File: src/hw/rtl/stt_pkg.sv
// Shared types, character codes and helper functions of the source text tokenizer.
package stt_pkg;

  localparam int POS_BITS_DEF = 16;
  localparam int QUEUE_DEPTH  = 4;
  localparam int LOC_BITS     = 16;

  // Token kinds
  localparam logic [3:0] KIND_WORD   = 4'd0;
  localparam logic [3:0] KIND_INT    = 4'd1;
  localparam logic [3:0] KIND_STRING = 4'd2;
  localparam logic [3:0] KIND_LPAREN = 4'd3;
  localparam logic [3:0] KIND_RPAREN = 4'd4;
  localparam logic [3:0] KIND_LCURL  = 4'd5;
  localparam logic [3:0] KIND_RCURL  = 4'd6;
  localparam logic [3:0] KIND_SEMI   = 4'd7;
  localparam logic [3:0] KIND_COMMA  = 4'd8;
  localparam logic [3:0] KIND_END    = 4'd9;
  localparam logic [3:0] KIND_ERROR  = 4'd10;

  // Character codes
  localparam logic [7:0] CH_NUL    = 8'h00;
  localparam logic [7:0] CH_TAB    = 8'h09;
  localparam logic [7:0] CH_NL     = 8'h0A;
  localparam logic [7:0] CH_VT     = 8'h0B;
  localparam logic [7:0] CH_SPACE  = 8'h20;
  localparam logic [7:0] CH_QUOTE  = 8'h22;
  localparam logic [7:0] CH_LPAREN = 8'h28;
  localparam logic [7:0] CH_RPAREN = 8'h29;
  localparam logic [7:0] CH_COMMA  = 8'h2C;
  localparam logic [7:0] CH_SEMI   = 8'h3B;
  localparam logic [7:0] CH_UNDER  = 8'h5F;
  localparam logic [7:0] CH_LCURL  = 8'h7B;
  localparam logic [7:0] CH_RCURL  = 8'h7D;

  typedef struct packed {
    logic [3:0]          token_kind;
    logic                has_char;
    logic [7:0]          char_out;
    logic [LOC_BITS-1:0] start_line;
    logic [LOC_BITS-1:0] start_column;
    logic                token_first;
    logic                token_last;
  } tok_t;

  // One queue entry: the one or two results caused by one source byte.
  typedef struct packed {
    logic two;
    tok_t res0;
    tok_t res1;
  } entry_t;

  typedef struct packed {
    logic   valid;
    entry_t entry;
  } beat_t;

  function automatic logic is_alpha(input logic [7:0] b);
    return (b >= 8'h61 && b <= 8'h7A) || (b >= 8'h41 && b <= 8'h5A);
  endfunction

  function automatic logic is_digit(input logic [7:0] b);
    return b >= 8'h30 && b <= 8'h39;
  endfunction

  function automatic logic is_space(input logic [7:0] b);
    return b == CH_TAB || b == CH_VT || b == CH_NL || b == CH_SPACE;
  endfunction

  function automatic logic punct_hit(input logic [7:0] b);
    return b == CH_LPAREN || b == CH_RPAREN || b == CH_LCURL ||
           b == CH_RCURL || b == CH_SEMI || b == CH_COMMA;
  endfunction

  function automatic logic [3:0] punct_kind(input logic [7:0] b);
    logic [3:0] k;
    unique case (b)
      CH_LPAREN: k = KIND_LPAREN;
      CH_RPAREN: k = KIND_RPAREN;
      CH_LCURL:  k = KIND_LCURL;
      CH_RCURL:  k = KIND_RCURL;
      CH_SEMI:   k = KIND_SEMI;
      CH_COMMA:  k = KIND_COMMA;
      default:   k = KIND_ERROR;
    endcase
    return k;
  endfunction

  // Saturate a location count to the 16-bit output field.
  function automatic logic [LOC_BITS-1:0] clamp_loc(input logic [31:0] v);
    return (v > 32'h0000_FFFF) ? '1 : v[LOC_BITS-1:0];
  endfunction

  function automatic tok_t make_tok(input logic [3:0] kind, input logic has,
                                    input logic [7:0] ch,
                                    input logic [LOC_BITS-1:0] ln,
                                    input logic [LOC_BITS-1:0] col,
                                    input logic first, input logic last);
    tok_t t;
    t.token_kind   = kind;
    t.has_char     = has;
    t.char_out     = has ? ch : CH_NUL;
    t.start_line   = ln;
    t.start_column = col;
    t.token_first  = first;
    t.token_last   = last;
    return t;
  endfunction

endpackage

File: src/hw/rtl/stt_in_if.sv
// Source byte channel: valid/ready handshake with one byte of payload.
interface stt_in_if;
  logic       valid;
  logic       ready;
  logic [7:0] byte_value;

  modport source (output valid, output byte_value, input ready);
  modport sink   (input valid, input byte_value, output ready);
endinterface

File: src/hw/rtl/stt_out_if.sv
// Token result channel: valid/ready handshake with the token item fields.
interface stt_out_if;
  logic        valid;
  logic        ready;
  logic [3:0]  token_kind;
  logic        has_char;
  logic [7:0]  char_out;
  logic [15:0] start_line;
  logic [15:0] start_column;
  logic        token_first;
  logic        token_last;

  modport source (output valid, output token_kind, output has_char, output char_out,
                  output start_line, output start_column, output token_first,
                  output token_last, input ready);
  modport sink   (input valid, input token_kind, input has_char, input char_out,
                  input start_line, input start_column, input token_first,
                  input token_last, output ready);
endinterface

File: src/hw/rtl/stt_front.sv
// Scanner front end: tracks location and scan mode, builds the results of each byte.
module stt_front #(
  parameter int POSITION_BITS = stt_pkg::POS_BITS_DEF
) (
  input  logic               clk,
  input  logic               rst_n,
  input  logic               in_valid,
  input  logic [7:0]         in_byte,
  output logic               in_ready,
  input  logic               q_full,
  output stt_pkg::beat_t     push
);

  localparam logic [POSITION_BITS-1:0] POS_MAX = '1;
  localparam logic [POSITION_BITS-1:0] POS_ONE = POSITION_BITS'(1);

  typedef enum logic [5:0] {
    M_IDLE     = 6'b000001,
    M_WORD     = 6'b000010,
    M_INT      = 6'b000100,
    M_STR_OPEN = 6'b001000,
    M_STR_BODY = 6'b010000,
    M_HALT     = 6'b100000
  } mode_t;

  mode_t                    mode_r, mode_nxt;
  logic [POSITION_BITS-1:0] line_r, line_nxt;
  logic [POSITION_BITS-1:0] col_r, col_nxt;
  logic [POSITION_BITS-1:0] tok_line_r, tok_line_nxt;
  logic [POSITION_BITS-1:0] tok_col_r, tok_col_nxt;

  logic [POSITION_BITS-1:0] line_a, col_a;
  logic [15:0]              la16, ca16, tl16, tc16;
  logic                     acc;
  logic                     use_idle, closed, more, is_word, str_open;
  logic [3:0]               run_kind;
  stt_pkg::tok_t            r0, r1, ir;
  logic                     ir_v, ir_tokload, ir_locreset;
  mode_t                    ir_mode;
  logic [1:0]               nres;

  assign in_ready = !q_full;
  assign acc      = in_valid && in_ready;

  // Location after this byte
  always_comb begin
    col_a  = (col_r < POS_MAX) ? col_r + POS_ONE : col_r;
    line_a = line_r;
    if (in_byte == stt_pkg::CH_NL) begin
      line_a = (line_r < POS_MAX) ? line_r + POS_ONE : line_r;
      col_a  = POS_ONE;
    end
  end

  assign la16 = stt_pkg::clamp_loc(32'(line_a));
  assign ca16 = stt_pkg::clamp_loc(32'(col_a));
  assign tl16 = stt_pkg::clamp_loc(32'(tok_line_r));
  assign tc16 = stt_pkg::clamp_loc(32'(tok_col_r));

  // Idle handling of the byte, used from idle and after a word or int closes
  always_comb begin
    ir          = '0;
    ir_v        = 1'b0;
    ir_tokload  = 1'b0;
    ir_locreset = 1'b0;
    ir_mode     = M_IDLE;
    priority if (stt_pkg::is_space(in_byte)) begin
      ir_v = 1'b0;
    end else if (in_byte == stt_pkg::CH_NUL) begin
      ir_v        = 1'b1;
      ir_locreset = 1'b1;
      ir = stt_pkg::make_tok(stt_pkg::KIND_END, 1'b0, in_byte, '0, '0, 1'b1, 1'b1);
    end else if (stt_pkg::is_alpha(in_byte) || stt_pkg::is_digit(in_byte) ||
                 in_byte == stt_pkg::CH_UNDER) begin
      ir_v       = 1'b1;
      ir_tokload = 1'b1;
      ir_mode    = stt_pkg::is_digit(in_byte) ? M_INT : M_WORD;
      ir = stt_pkg::make_tok(stt_pkg::is_digit(in_byte) ? stt_pkg::KIND_INT
                                                        : stt_pkg::KIND_WORD,
                             1'b1, in_byte, la16, ca16, 1'b1, 1'b0);
    end else if (in_byte == stt_pkg::CH_QUOTE) begin
      ir_mode = M_STR_OPEN;
    end else if (stt_pkg::punct_hit(in_byte)) begin
      ir_v = 1'b1;
      ir = stt_pkg::make_tok(stt_pkg::punct_kind(in_byte), 1'b1, in_byte, la16, ca16,
                             1'b1, 1'b1);
    end else begin
      ir_v    = 1'b1;
      ir_mode = M_HALT;
      ir = stt_pkg::make_tok(stt_pkg::KIND_ERROR, 1'b0, in_byte, la16, ca16, 1'b1, 1'b1);
    end
  end

  assign is_word  = (mode_r == M_WORD);
  assign str_open = (mode_r == M_STR_OPEN);
  assign run_kind = is_word ? stt_pkg::KIND_WORD : stt_pkg::KIND_INT;
  assign more     = stt_pkg::is_alpha(in_byte) || stt_pkg::is_digit(in_byte) ||
                    (is_word && in_byte == stt_pkg::CH_UNDER);

  always_comb begin
    mode_nxt     = mode_r;
    line_nxt     = line_r;
    col_nxt      = col_r;
    tok_line_nxt = tok_line_r;
    tok_col_nxt  = tok_col_r;
    r0           = '0;
    r1           = '0;
    nres         = 2'd0;
    use_idle     = 1'b0;
    closed       = 1'b0;
    if (acc && mode_r != M_HALT) begin
      line_nxt = line_a;
      col_nxt  = col_a;
      unique case (mode_r)
        M_WORD, M_INT: begin
          nres = 2'd1;
          if (more) begin
            r0 = stt_pkg::make_tok(run_kind, 1'b1, in_byte, tl16, tc16, 1'b0, 1'b0);
          end else begin
            r0       = stt_pkg::make_tok(run_kind, 1'b0, in_byte, tl16, tc16, 1'b0, 1'b1);
            closed   = 1'b1;
            use_idle = 1'b1;
          end
        end
        M_STR_OPEN, M_STR_BODY: begin
          nres = 2'd1;
          if (in_byte == stt_pkg::CH_NUL) begin
            r0 = stt_pkg::make_tok(stt_pkg::KIND_ERROR, 1'b0, in_byte, la16, ca16,
                                   1'b1, 1'b1);
            mode_nxt = M_HALT;
          end else begin
            if (str_open) begin
              tok_line_nxt = line_a;
              tok_col_nxt  = col_a;
            end
            if (in_byte == stt_pkg::CH_QUOTE) begin
              r0 = stt_pkg::make_tok(stt_pkg::KIND_STRING, 1'b0, in_byte,
                                     str_open ? la16 : tl16, str_open ? ca16 : tc16,
                                     str_open, 1'b1);
              mode_nxt = M_IDLE;
            end else begin
              r0 = stt_pkg::make_tok(stt_pkg::KIND_STRING, 1'b1, in_byte,
                                     str_open ? la16 : tl16, str_open ? ca16 : tc16,
                                     str_open, 1'b0);
              mode_nxt = M_STR_BODY;
            end
          end
        end
        M_IDLE:  use_idle = 1'b1;
        default: mode_nxt = mode_r;
      endcase
      if (use_idle) begin
        mode_nxt = ir_mode;
        if (ir_v) begin
          if (closed) r1 = ir;
          else        r0 = ir;
          nres = nres + 2'd1;
        end
        if (ir_tokload) begin
          tok_line_nxt = line_a;
          tok_col_nxt  = col_a;
        end
        if (ir_locreset) begin
          line_nxt = POS_ONE;
          col_nxt  = '0;
        end
      end
    end
  end

  assign push.valid      = (nres != 2'd0);
  assign push.entry.two  = (nres == 2'd2);
  assign push.entry.res0 = r0;
  assign push.entry.res1 = r1;

  always_ff @(posedge clk) begin
    if (!rst_n) begin
      mode_r     <= M_IDLE;
      line_r     <= POS_ONE;
      col_r      <= '0;
      tok_line_r <= '0;
      tok_col_r  <= '0;
    end else begin
      mode_r     <= mode_nxt;
      line_r     <= line_nxt;
      col_r      <= col_nxt;
      tok_line_r <= tok_line_nxt;
      tok_col_r  <= tok_col_nxt;
    end
  end

endmodule

File: src/hw/rtl/stt_queue.sv
// Short result queue between scanner front end and output back end.
module stt_queue (
  input  logic           clk,
  input  logic           rst_n,
  input  stt_pkg::beat_t push,
  input  logic           pop,
  output logic           full,
  output stt_pkg::beat_t head
);

  localparam int DEPTH  = stt_pkg::QUEUE_DEPTH;
  localparam int PTR_W  = (DEPTH > 1) ? $clog2(DEPTH) : 1;
  localparam int CNT_W  = $clog2(DEPTH + 1);
  localparam logic [PTR_W-1:0] LAST_PTR = PTR_W'(DEPTH - 1);
  localparam logic [CNT_W-1:0] FULL_CNT = CNT_W'(DEPTH);

  stt_pkg::entry_t  mem [DEPTH];
  logic [PTR_W-1:0] wr_ptr_r, wr_ptr_nxt, rd_ptr_r, rd_ptr_nxt;
  logic [CNT_W-1:0] cnt_r, cnt_nxt;
  logic             do_push, do_pop;

  assign full       = (cnt_r == FULL_CNT);
  assign head.valid = (cnt_r != '0);
  assign head.entry = mem[rd_ptr_r];
  assign do_push    = push.valid && !full;
  assign do_pop     = pop && head.valid;

  always_comb begin
    wr_ptr_nxt = wr_ptr_r;
    rd_ptr_nxt = rd_ptr_r;
    cnt_nxt    = cnt_r;
    if (do_push) wr_ptr_nxt = (wr_ptr_r == LAST_PTR) ? '0 : wr_ptr_r + PTR_W'(1);
    if (do_pop)  rd_ptr_nxt = (rd_ptr_r == LAST_PTR) ? '0 : rd_ptr_r + PTR_W'(1);
    unique case ({do_push, do_pop})
      2'b10:   cnt_nxt = cnt_r + CNT_W'(1);
      2'b01:   cnt_nxt = cnt_r - CNT_W'(1);
      default: cnt_nxt = cnt_r;
    endcase
  end

  always_ff @(posedge clk) begin
    if (do_push) mem[wr_ptr_r] <= push.entry;
  end

  always_ff @(posedge clk) begin
    if (!rst_n) begin
      wr_ptr_r <= '0;
      rd_ptr_r <= '0;
      cnt_r    <= '0;
    end else begin
      wr_ptr_r <= wr_ptr_nxt;
      rd_ptr_r <= rd_ptr_nxt;
      cnt_r    <= cnt_nxt;
    end
  end

endmodule

File: src/hw/rtl/stt_back.sv
// Output back end: splits queue entries into single results behind an output register.
module stt_back (
  input  logic           clk,
  input  logic           rst_n,
  input  stt_pkg::beat_t head,
  output logic           pop,
  output logic           out_valid,
  input  logic           out_ready,
  output stt_pkg::tok_t  out_tok
);

  logic          out_valid_r, out_valid_nxt;
  stt_pkg::tok_t out_tok_r, out_tok_nxt;
  logic          sel_r, sel_nxt;
  logic          load, entry_done;

  assign load       = head.valid && (!out_valid_r || out_ready);
  assign entry_done = !head.entry.two || sel_r;
  assign pop        = load && entry_done;

  always_comb begin
    out_valid_nxt = out_valid_r;
    out_tok_nxt   = out_tok_r;
    sel_nxt       = sel_r;
    if (load) begin
      out_valid_nxt = 1'b1;
      out_tok_nxt   = sel_r ? head.entry.res1 : head.entry.res0;
      sel_nxt       = !entry_done;
    end else if (out_ready) begin
      out_valid_nxt = 1'b0;
    end
  end

  always_ff @(posedge clk) begin
    out_tok_r <= out_tok_nxt;
    if (!rst_n) begin
      out_valid_r <= 1'b0;
      sel_r       <= 1'b0;
    end else begin
      out_valid_r <= out_valid_nxt;
      sel_r       <= sel_nxt;
    end
  end

  assign out_valid = out_valid_r;
  assign out_tok   = out_tok_r;

endmodule

File: src/hw/rtl/source_text_tokenizer.sv
// Top level of the streaming source text tokenizer.
//
//  channel  | dir | payload                                   | beat taken when
//  ---------+-----+-------------------------------------------+----------------------
//  in_if    | in  | byte_value[7:0]                           | valid && ready
//  out_if   | out | token_kind, has_char, char_out, location, | valid && ready
//           |     | token_first, token_last                   |
//
//  Cycles: one source byte is taken every cycle while the result queue has room.
//  A byte yields zero, one or two results, the 4-entry queue absorbing the extra one;
//  the back end sends one result per cycle while out_if.ready is high.
//  An input beat reaches the output through the queue write and then the output register.
//  Reset: synchronous, active low; clears scan mode, location, queue and output valid.
//  Stalls: out_if.ready low fills the queue; in_if.ready drops only when it is full.
//  After an error result the scanner halts: bytes are still taken and dropped.
module source_text_tokenizer #(
  parameter int POSITION_BITS = stt_pkg::POS_BITS_DEF
) (
  input  logic     clk,
  input  logic     rst_n,
  stt_in_if.sink   in_if,
  stt_out_if.source out_if
);

  stt_pkg::beat_t push;
  stt_pkg::beat_t head;
  stt_pkg::tok_t  out_tok;
  logic           q_full;
  logic           pop;

  // Front end: classify each byte, update location, build its results
  stt_front #(
    .POSITION_BITS (POSITION_BITS)
  ) u_front (
    .clk      (clk),
    .rst_n    (rst_n),
    .in_valid (in_if.valid),
    .in_byte  (in_if.byte_value),
    .in_ready (in_if.ready),
    .q_full   (q_full),
    .push     (push)
  );

  // Queue: hold results of up to four bytes so either side may stall
  stt_queue u_queue (
    .clk   (clk),
    .rst_n (rst_n),
    .push  (push),
    .pop   (pop),
    .full  (q_full),
    .head  (head)
  );

  // Back end: drain entries one result per beat
  stt_back u_back (
    .clk       (clk),
    .rst_n     (rst_n),
    .head      (head),
    .pop       (pop),
    .out_valid (out_if.valid),
    .out_ready (out_if.ready),
    .out_tok   (out_tok)
  );

  assign out_if.token_kind   = out_tok.token_kind;
  assign out_if.has_char     = out_tok.has_char;
  assign out_if.char_out     = out_tok.char_out;
  assign out_if.start_line   = out_tok.start_line;
  assign out_if.start_column = out_tok.start_column;
  assign out_if.token_first  = out_tok.token_first;
  assign out_if.token_last   = out_tok.token_last;

  // The front end never pushes into a full queue
  a_no_overflow: assert property (@(posedge clk) disable iff (!rst_n)
    !(push.valid && q_full))
    else $error("result pushed into full queue");

  // The back end only pops a queue that holds an entry
  a_pop_nonempty: assert property (@(posedge clk) disable iff (!rst_n)
    pop |-> head.valid)
    else $error("pop from empty queue");

  // End and error results are single-beat tokens without text
  a_single_beat: assert property (@(posedge clk) disable iff (!rst_n)
    (out_if.valid && (out_if.token_kind == stt_pkg::KIND_END ||
                      out_if.token_kind == stt_pkg::KIND_ERROR))
    |-> (out_if.token_first && out_if.token_last && !out_if.has_char))
    else $error("end or error result is not a single-beat token");

endmodule

File: src/flat_wrapper.sv
// flat-port wrapper written by rule: the top's interface ports become plain ports
module source_text_tokenizer_flat 
#(
  parameter int POSITION_BITS = stt_pkg::POS_BITS_DEF
)
  (clk, rst_n, in_if_valid, in_if_byte_value, in_if_ready, out_if_valid, out_if_token_kind, out_if_has_char, out_if_char_out, out_if_start_line, out_if_start_column, out_if_token_first, out_if_token_last, out_if_ready);
  stt_in_if in_if_i ();
  stt_out_if out_if_i ();
  input  logic clk;
  input  logic rst_n;
  input wire logic [$bits(in_if_i.valid)-1:0] in_if_valid;
  input wire logic [$bits(in_if_i.byte_value)-1:0] in_if_byte_value;
  output wire logic [$bits(in_if_i.ready)-1:0] in_if_ready;
  output wire logic [$bits(out_if_i.valid)-1:0] out_if_valid;
  output wire logic [$bits(out_if_i.token_kind)-1:0] out_if_token_kind;
  output wire logic [$bits(out_if_i.has_char)-1:0] out_if_has_char;
  output wire logic [$bits(out_if_i.char_out)-1:0] out_if_char_out;
  output wire logic [$bits(out_if_i.start_line)-1:0] out_if_start_line;
  output wire logic [$bits(out_if_i.start_column)-1:0] out_if_start_column;
  output wire logic [$bits(out_if_i.token_first)-1:0] out_if_token_first;
  output wire logic [$bits(out_if_i.token_last)-1:0] out_if_token_last;
  input wire logic [$bits(out_if_i.ready)-1:0] out_if_ready;
  assign in_if_i.valid = in_if_valid;
  assign in_if_i.byte_value = in_if_byte_value;
  assign in_if_ready = in_if_i.ready;
  assign out_if_valid = out_if_i.valid;
  assign out_if_token_kind = out_if_i.token_kind;
  assign out_if_has_char = out_if_i.has_char;
  assign out_if_char_out = out_if_i.char_out;
  assign out_if_start_line = out_if_i.start_line;
  assign out_if_start_column = out_if_i.start_column;
  assign out_if_token_first = out_if_i.token_first;
  assign out_if_token_last = out_if_i.token_last;
  assign out_if_i.ready = out_if_ready;
  source_text_tokenizer #(.POSITION_BITS(POSITION_BITS)) u_core (.clk(clk), .rst_n(rst_n), .in_if(in_if_i), .out_if(out_if_i));
endmodule
File: config.mk
export PLATFORM = sky130hd
export DESIGN_NAME = source_text_tokenizer_flat
export DESIGN_NICKNAME = d
export VERILOG_FILES = /design/src/hw/rtl/stt_pkg.sv /design/src/hw/rtl/stt_in_if.sv /design/src/hw/rtl/stt_out_if.sv /design/src/hw/rtl/stt_front.sv /design/src/hw/rtl/stt_queue.sv /design/src/hw/rtl/stt_back.sv /design/src/hw/rtl/source_text_tokenizer.sv /design/src/flat_wrapper.sv
export SDC_FILE = /design/constraint.sdc
export NUM_CORES = 1
export LEC_CHECK = 0
export ABC_AREA = 1
export ABC_CLOCK_PERIOD_IN_PS = 6000
export BUFFER_PORTS_ARGS = -buffer_cell sky130_fd_sc_hd__clkbuf_2
export CAP_MARGIN = 40
export CORE_UTILIZATION = 40
export CTS_CLUSTER_DIAMETER = 50
export CTS_CLUSTER_SIZE = 25
export DETAILED_ROUTE_END_ITERATION = 10
export GPL_ROUTABILITY_DRIVEN = 0
export GPL_TIMING_DRIVEN = 0
export PLACE_DENSITY = 0.61
export SYNTH_ARGS = -nofsm -noshare
export SYNTH_HDL_FRONTEND = slang
export SYNTH_SLANG_ARGS = --single-unit
File: constraint.sdc
create_clock -name clk -period 6 [get_ports clk]
set_clock_uncertainty 0.05 [all_clocks]
set_input_delay 0.6 -clock clk [delete_from_list [all_inputs] [get_ports clk]]
set_output_delay 0.6 -clock clk [all_outputs]
set_load 0.02 [all_outputs]
==> results.toml, run 1 <==
[run_status]
status = "finished clean"

[grt]
grtUsageTotal = 0.2313
antenna_found_initial = 0
grt_max_degree = 27
gr-total-overflow = 0
grt_pass1_wl_um = 100800
grt_pass1_vias = 17000

[layout]
area_growth_pct = 14.64
drive_above_1_share = 0.08975
multi_input_area_um2 = 7279
final_core_util = 0.4637
seqCellArea_um2 = 14440
n_fill_cell = 5192
num_antenna_cells = 0
layout.nets = 2494

[critical_path]
path_class = "reg2reg"
worstPathArrival_ps = 4100
cp-end-kind = "flop"
start_kind = "flop"
crit_required_ps = 6270
critical_path.max_fanout = 25

[yosys]
syn_area_um2 = 22760
yosysTopAreaCell = "edfxtp_1"
synth_edf_count = 427
ys_top_cells_by_area = "edfxtp_1 (56%), nor2_1 (7.7%), dfxtp_1 (7.1%)"
synth_ff_type = "edfxtp_1"
synth_compound_area_frac = 0.1163
synth_cells = 2344
synthArstFlopShare = 0
synthXorXnorAreaFrac = 0.003078
seq_area_frac_synth = 0.6346
syn_area_per_cell_um2 = 9.711
synth_warnings = 0
yosys.area_share.simple = 0.1920
synthMuxAreaShare = 0
synth.most_common_cell = "nor2_1"
synth.top_cell.area_share = 0.5633
yosys.area_share.adder = 0.005827
synth_top_family_by_area = "simple AND/OR/NAND/NOR gates"
synth-seq-cells = 508
synth.distinct_cells = 44
synth_common_cells = "nor2_1 (468), edfxtp_1 (427), nand2_1 (361)"

[drt]
drt_wl_total_um = 66450
first_iter_violations = 1802
dr_total_vias = 17820
drt-wirelength-per-cell_um = 20.36
routed_via_density = 5.461
firstDrtPassIters = 6
drc = 0
antenna_left = 0

[clocking]
clock_latency_ps = 610
cts_tree = "done"
cts_sinks = 508
clk_pin_slew_ps = 90
cts_made_buffers = 43
clock_path_buffers = 3
htreeDepth = 2
post_cts.repair.setup_buffers = 0
cts-resized-gates = 0
postCtsHoldBufs = 0
root_buffer = "clkbuf_16"

[power_and_ir_drop]
combinationalPowerShare = 0.332
pwr-share-seq = 0.412
clkPwrFrac = 0.256
p_sw_mw = 4.676
p_sw_frac = 0.3856
power.density_nw_per_um2 = 464.7
intPower_mw = 7.449
leakage_nw = 8.796
ir_drop_mv = 0.2742

[timing]
hold_slack_ps = 365.7
hold_violations = 0
maxSlewHeadroom = 0.3729
setup_viol = 0
period_share = 0.6392
tightest_slew_ps = 930.8
max_freq_ghz = 0.2607
period_needed_ps = 3835
slew_viol_final = 0
rsz0062_at_grt = "false"

[floorplanning]
fp.dieArea_um2 = 57860
coreArea_um2 = 56280
die_h_um = 240.5
die_w_um = 240.5
placementRows = 87
start_util = 0.4045
pin_count = 61

[hold_path]
min-delay-path-class = "in2reg"

[placement]
io_buffers = 60
dpl.hpwl_um = 47560

[run]
max_cap_violations = 0
[flip-flops by register name, indices dropped and copies added (netlist names), named ones only]
| name | count |
|---|---|
| u_core.u_back.out_tok | 47 |
| u_core.u_back.out_valid | 1 |
| u_core.u_back.sel_r | 1 |
| u_core.u_front.col_r | 16 |
| u_core.u_front.line_r | 16 |
| u_core.u_front.mode_r | 6 |
| u_core.u_front.tc16 | 16 |
| u_core.u_front.tl16 | 16 |
| u_core.u_queue.cnt_r | 3 |
| u_core.u_queue.mem | 380 |
| u_core.u_queue.rd_ptr_r | 2 |
| u_core.u_queue.wr_ptr_r | 2 |
[final timing paths]
kind | startpoint | endpoint | slack [ps] | depth (start not counted)
worst max-delay path | u_core.u_front.mode_r[1] | u_core.u_queue.mem[1][62] | 2160 | 15
worst min-delay path | out_if_ready | u_core.u_back.out_valid | 370 | 4
worst max register to register | u_core.u_front.mode_r[1] | u_core.u_queue.mem[1][62] | 2160 | 15
worst min register to register | u_core.u_front.tc16[12] | u_core.u_front.tc16[12] | 440 | 2
[cell families after synthesis]
kind of cell / Yosys count
AOI/OAI and AO/OA: 482
xor gates and xnor gates: 8
adders and majority gates: 10
buffers and inverters: 278
DFF: 508
other: 1
and+or+nand+nor: 1057
[layer usage]
layer | up-vias | global-route usage | routed length [um]
li1 | 8394 | - | -
met1 | 8524 | 0.3175 | 28100
met2 | 759 | 0.3739 | 30710
met3 | 141 | 0.03306 | 5374
met4 | 0 | 0.08261 | 2266
met5 | - | 0 | 0
[through the flow]
| step | power (mW) | setup WS, ps | instances | setup TNS [ps] | instance area [um2] |
|---|---|---|---|---|---|
| 2_1_floorplan | 7.537 | -491.3 | 2347 | -140030 | 22780 |
| 3_3_place_gp | 8.955 | -4319 | 3163 | -1347390 | 24020 |
| 3_5_place_dp | 9.099 | 1831 | 3183 | 0 | 24480 |
| 5_1_grt | 12.72 | 1953 | 3263 | 0 | 26090 |
| 4_1_cts | 12.18 | 2182 | 3263 | 0 | 26090 |
| 6_report | 12.13 | 2165 | 3263 | 0 | 26090 |
[layout make-up]
type	instances	share of cell area
buffer	130	0.02067
clock buffer	45	0.04234
inverter	148	0.02129
tap	756	0.03625
multi-input combinational	1561	0.2790
sequential	508	0.5535
timing repair buffer	80	0.02738
clock inverter	35	0.01956
[layout by cell type (no fill, tap or decap), types with 7 or more instances in the layout]
cell	synthesis	routed
clkbuf_16	0	44
o21ai_1	8	8
dfxtp_1	81	81
buf_12	0	13
a31oi_1	48	47
inv_2	13	13
ha_1	9	9
nand4_1	12	12
nor3_1	12	12
nand2_1	361	361
edfxtp_1	427	427
o211ai_1	10	10
clkinv_8	0	11
o21ai_0	227	227
o22ai_1	67	67
a21oi_1	99	99
nor2_1	468	464
nor2_2	8	8
xor2_1	7	7
nand3b_1	8	8
inv_1	130	130
clkbuf_2	0	60
a22oi_1	12	12
buf_1	15	15
nand3_1	161	161
nor2_4	4	8
buf_2	17	18
clkbuf_1	94	95
[power groups by stage]
stage | clock, mW | sequential [mW] | combinational (mW)
2_1_floorplan | 0 | 5.35 | 2.19
3_3_place_gp | 0 | 5.23 | 3.73
3_5_place_dp | 0 | 5.07 | 4.03
4_1_cts | 3.15 | 4.99 | 4.04
5_1_grt | 3.26 | 5.06 | 4.41
6_report | 3.10 | 4.99 | 4.03
[worst max-delay path, stage by stage, from the launching register on]
cell and delay, ps:
dfxtp_1 380, nor2_1 100, nand3_1 230, nand2_1 160
nor2_1 330, inv_1 220, ha_1 320, inv_1 30
nand2_1 50, nand2_1 60, nand2_1 180, inv_2 150
nor2_4 540, buf_12 290, buf_12 220, buf_16 190
(Power assumes the default switching activity.)
==> inputs of run 2 (changes only) <==
--- a/config.mk
+++ b/config.mk
@@ -6,7 +6,7 @@
 export NUM_CORES = 1
 export LEC_CHECK = 0
 export ABC_AREA = 1
-export ABC_CLOCK_PERIOD_IN_PS = 6000
+export ABC_CLOCK_PERIOD_IN_PS = 3500
 export BUFFER_PORTS_ARGS = -buffer_cell sky130_fd_sc_hd__clkbuf_2
 export CAP_MARGIN = 40
 export CORE_UTILIZATION = 40
==> constraint.sdc (replaced) <==
create_clock -name clk -period 3.5 [get_ports clk]
set_clock_uncertainty 0.05 [all_clocks]
set_input_delay 0.35 -clock clk [delete_from_list [all_inputs] [get_ports clk]]
set_output_delay 0.35 -clock clk [all_outputs]
set_load 0.02 [all_outputs]
==> run 2 against run 1 <==
Net effect: via count up 0.47%; combinational power increased by 72%; count of clock-buffer cells in the layout up 3; sequential cell count stayed put; total power is 72% higher; sequential share of layout area decreased by 0.20 points; global-route usage decreased by 0.22 points; sequential power increased by 72%.
==> results.toml, run 2 (same netlist as run 1, synthesis figures left out) <==
[power_and_ir_drop]
power.density_nw_per_um2 = 794.1
intPower_mw = 12.88
ir_drop_mv = 0.3786
finalPower_mw = 20.80
leakage_nw = 8.831
p_sw_frac = 0.3807
p_sw_mw = 7.916
clkPwrFrac = 0.255
pwr-share-seq = 0.412
combinationalPowerShare = 0.333

[layout]
layout.nets = 2498
num_antenna_cells = 0
area_growth_pct = 15.06
layout_commonest_cell = "nor2_1"
n_fill_cell = 5214
top_register = "u_core.u_queue.mem"
final_core_util = 0.4654
largest_reg_flops = 380
final_cell_mix = "nor2_1 (459), edfxtp_1 (427), nand2_1 (359), o21ai_0 (227), nand3_1 (159)"
drive_above_1_share = 0.09594

[timing]
maxSlewHeadroom = 0.3974
hold_violations = 0
max_freq_ghz = 0.3003
tightest_slew_ps = 894.5
rsz0062_at_grt = "false"
hold_slack_ps = 118.4
setup_viol = 0
slew_viol_final = 0
period_share = 0.9513
period_needed_ps = 3330
setup_tns_ps = 0
finalWorstSetupSlack_ps = 170.4

[hold_path]
hold_start = "out_if_ready"
min-delay-path-class = "in2reg"

[placement]
dpl_worst_slack_ps = -129.9
io_buffers = 60
dpl.hpwl_um = 47750

[floorplanning]
start_util = 0.4045
pin_count = 61
fp.dieArea_um2 = 57860
die_w_um = 240.5
coreArea_um2 = 56280
placementRows = 87
die_h_um = 240.5

[critical_path]
crit_family = "buffers and inverters"
crit_path_frequent_cell = "nand3_1"
slowest_stage = "o21ai_0"
cp-end-kind = "flop"
critical_path.max_fanout = 10
max_stage_delay_ps = 840
cp-startpoint = "u_core.u_queue.cnt_r[1]"
path_class = "reg2reg"
start_kind = "flop"
worstPathCellList = "inv_1 -> nand3_1 -> nand3_1 -> clkinv_1 -> buf_1 -> nand3_1 -> o21ai_0"
path_buf_inv = 3
worstPathArrival_ps = 3560
rr_startpoint = "u_core.u_queue.cnt_r[1]"
crit_required_ps = 3730

[clocking]
clock_latency_ps = 610
cts_sinks = 508
clock_path_buffers = 3
clk_pin_slew_ps = 80
cts_made_buffers = 44
cts_tree = "done"
htreeDepth = 2
root_buffer = "clkbuf_16"

[grt]
grt_pass1_vias = 16840
grt_max_degree = 27
gr-total-overflow = 0
grt_pass1_wl_um = 99960
antenna_found_initial = 1
grtUsageTotal = 0.2291

[drt]
antenna_left = 0
drt-wirelength-per-cell_um = 20.37
drt_wl_total_um = 66560
drc = 0
routed_via_density = 5.478
first_iter_violations = 1894
firstDrtPassIters = 6
dr_total_vias = 17900

[run_status]
status = "finished clean"

[run]
max_cap_violations = 0
run 2: repair_timing:
item                                    4_1_cts  5_1_grt
hold buffers                                  0        0
pin swaps                                     1        0
hold endpoints to repair                      0        0
gates resized for setup                       1        8
setup buffers                                 1        0
endpoints found under the setup margin       67       62
run 2: area by class of cell:
class / instances / area, um2 / area share
sequential: 508 / 14440 / 0.5515
timing repair buffer: 83 / 768.2 / 0.02933
clock buffer: 48 / 1147 / 0.04381
multi-input combinational: 1561 / 7330 / 0.2799
clock inverter: 34 / 452.9 / 0.01729
tap: 756 / 945.9 / 0.03612
inverter: 148 / 561.8 / 0.02145
buffer: 130 / 539.3 / 0.02059
run 2: routing by layer:
layer | wire length [um] | part of all wire | global-route usage | up-vias
met4 | 1926 | 0.029 | 0.07721 | 0
li1 | - | - | - | 8406
met2 | 31220 | 0.47 | 0.3720 | 698
met1 | 28340 | 0.43 | 0.3130 | 8681
met3 | 5067 | 0.076 | 0.03557 | 117
met5 | 0 | 0 | 0 | -
run 2: per-stage QoR:
stage / std cells / cell area, um2
2_1_floorplan: 2347 / 22850
3_3_place_gp: 3163 / 24090
3_5_place_dp: 3185 / 24550
4_1_cts: 3268 / 26170
5_1_grt: 3268 / 26190
6_report: 3268 / 26190
run 2: path summary, 6_finish.rpt:
path / endpoint / slack [ps] / cells after the start
max: u_core.u_queue.mem[0][67] / 170 / 7
min: u_core.u_back.out_valid / 120 / 4
max reg2reg: u_core.u_queue.mem[0][67] / 170 / 7
min reg2reg: u_core.u_front.tl16[7] / 440 / 2
run 2: power by group through the flow:
| stage | combinational (mW) | clock, mW | sequential [mW] |
|---|---|---|---|
| after floorplan | 3.81 | 0 | 9.07 |
| final | 6.93 | 5.30 | 8.57 |
| after global placement | 6.41 | 0 | 8.77 |
| after CTS | 6.94 | 5.37 | 8.56 |
| after global routing | 7.55 | 5.57 | 8.68 |
| after detailed placement | 6.90 | 0 | 8.70 |
run 2: worst min-delay path, cell delays in order:
cell and delay (ps):
clkbuf_2 80, nor2_1 60, o21ai_0 160, inv_1 50
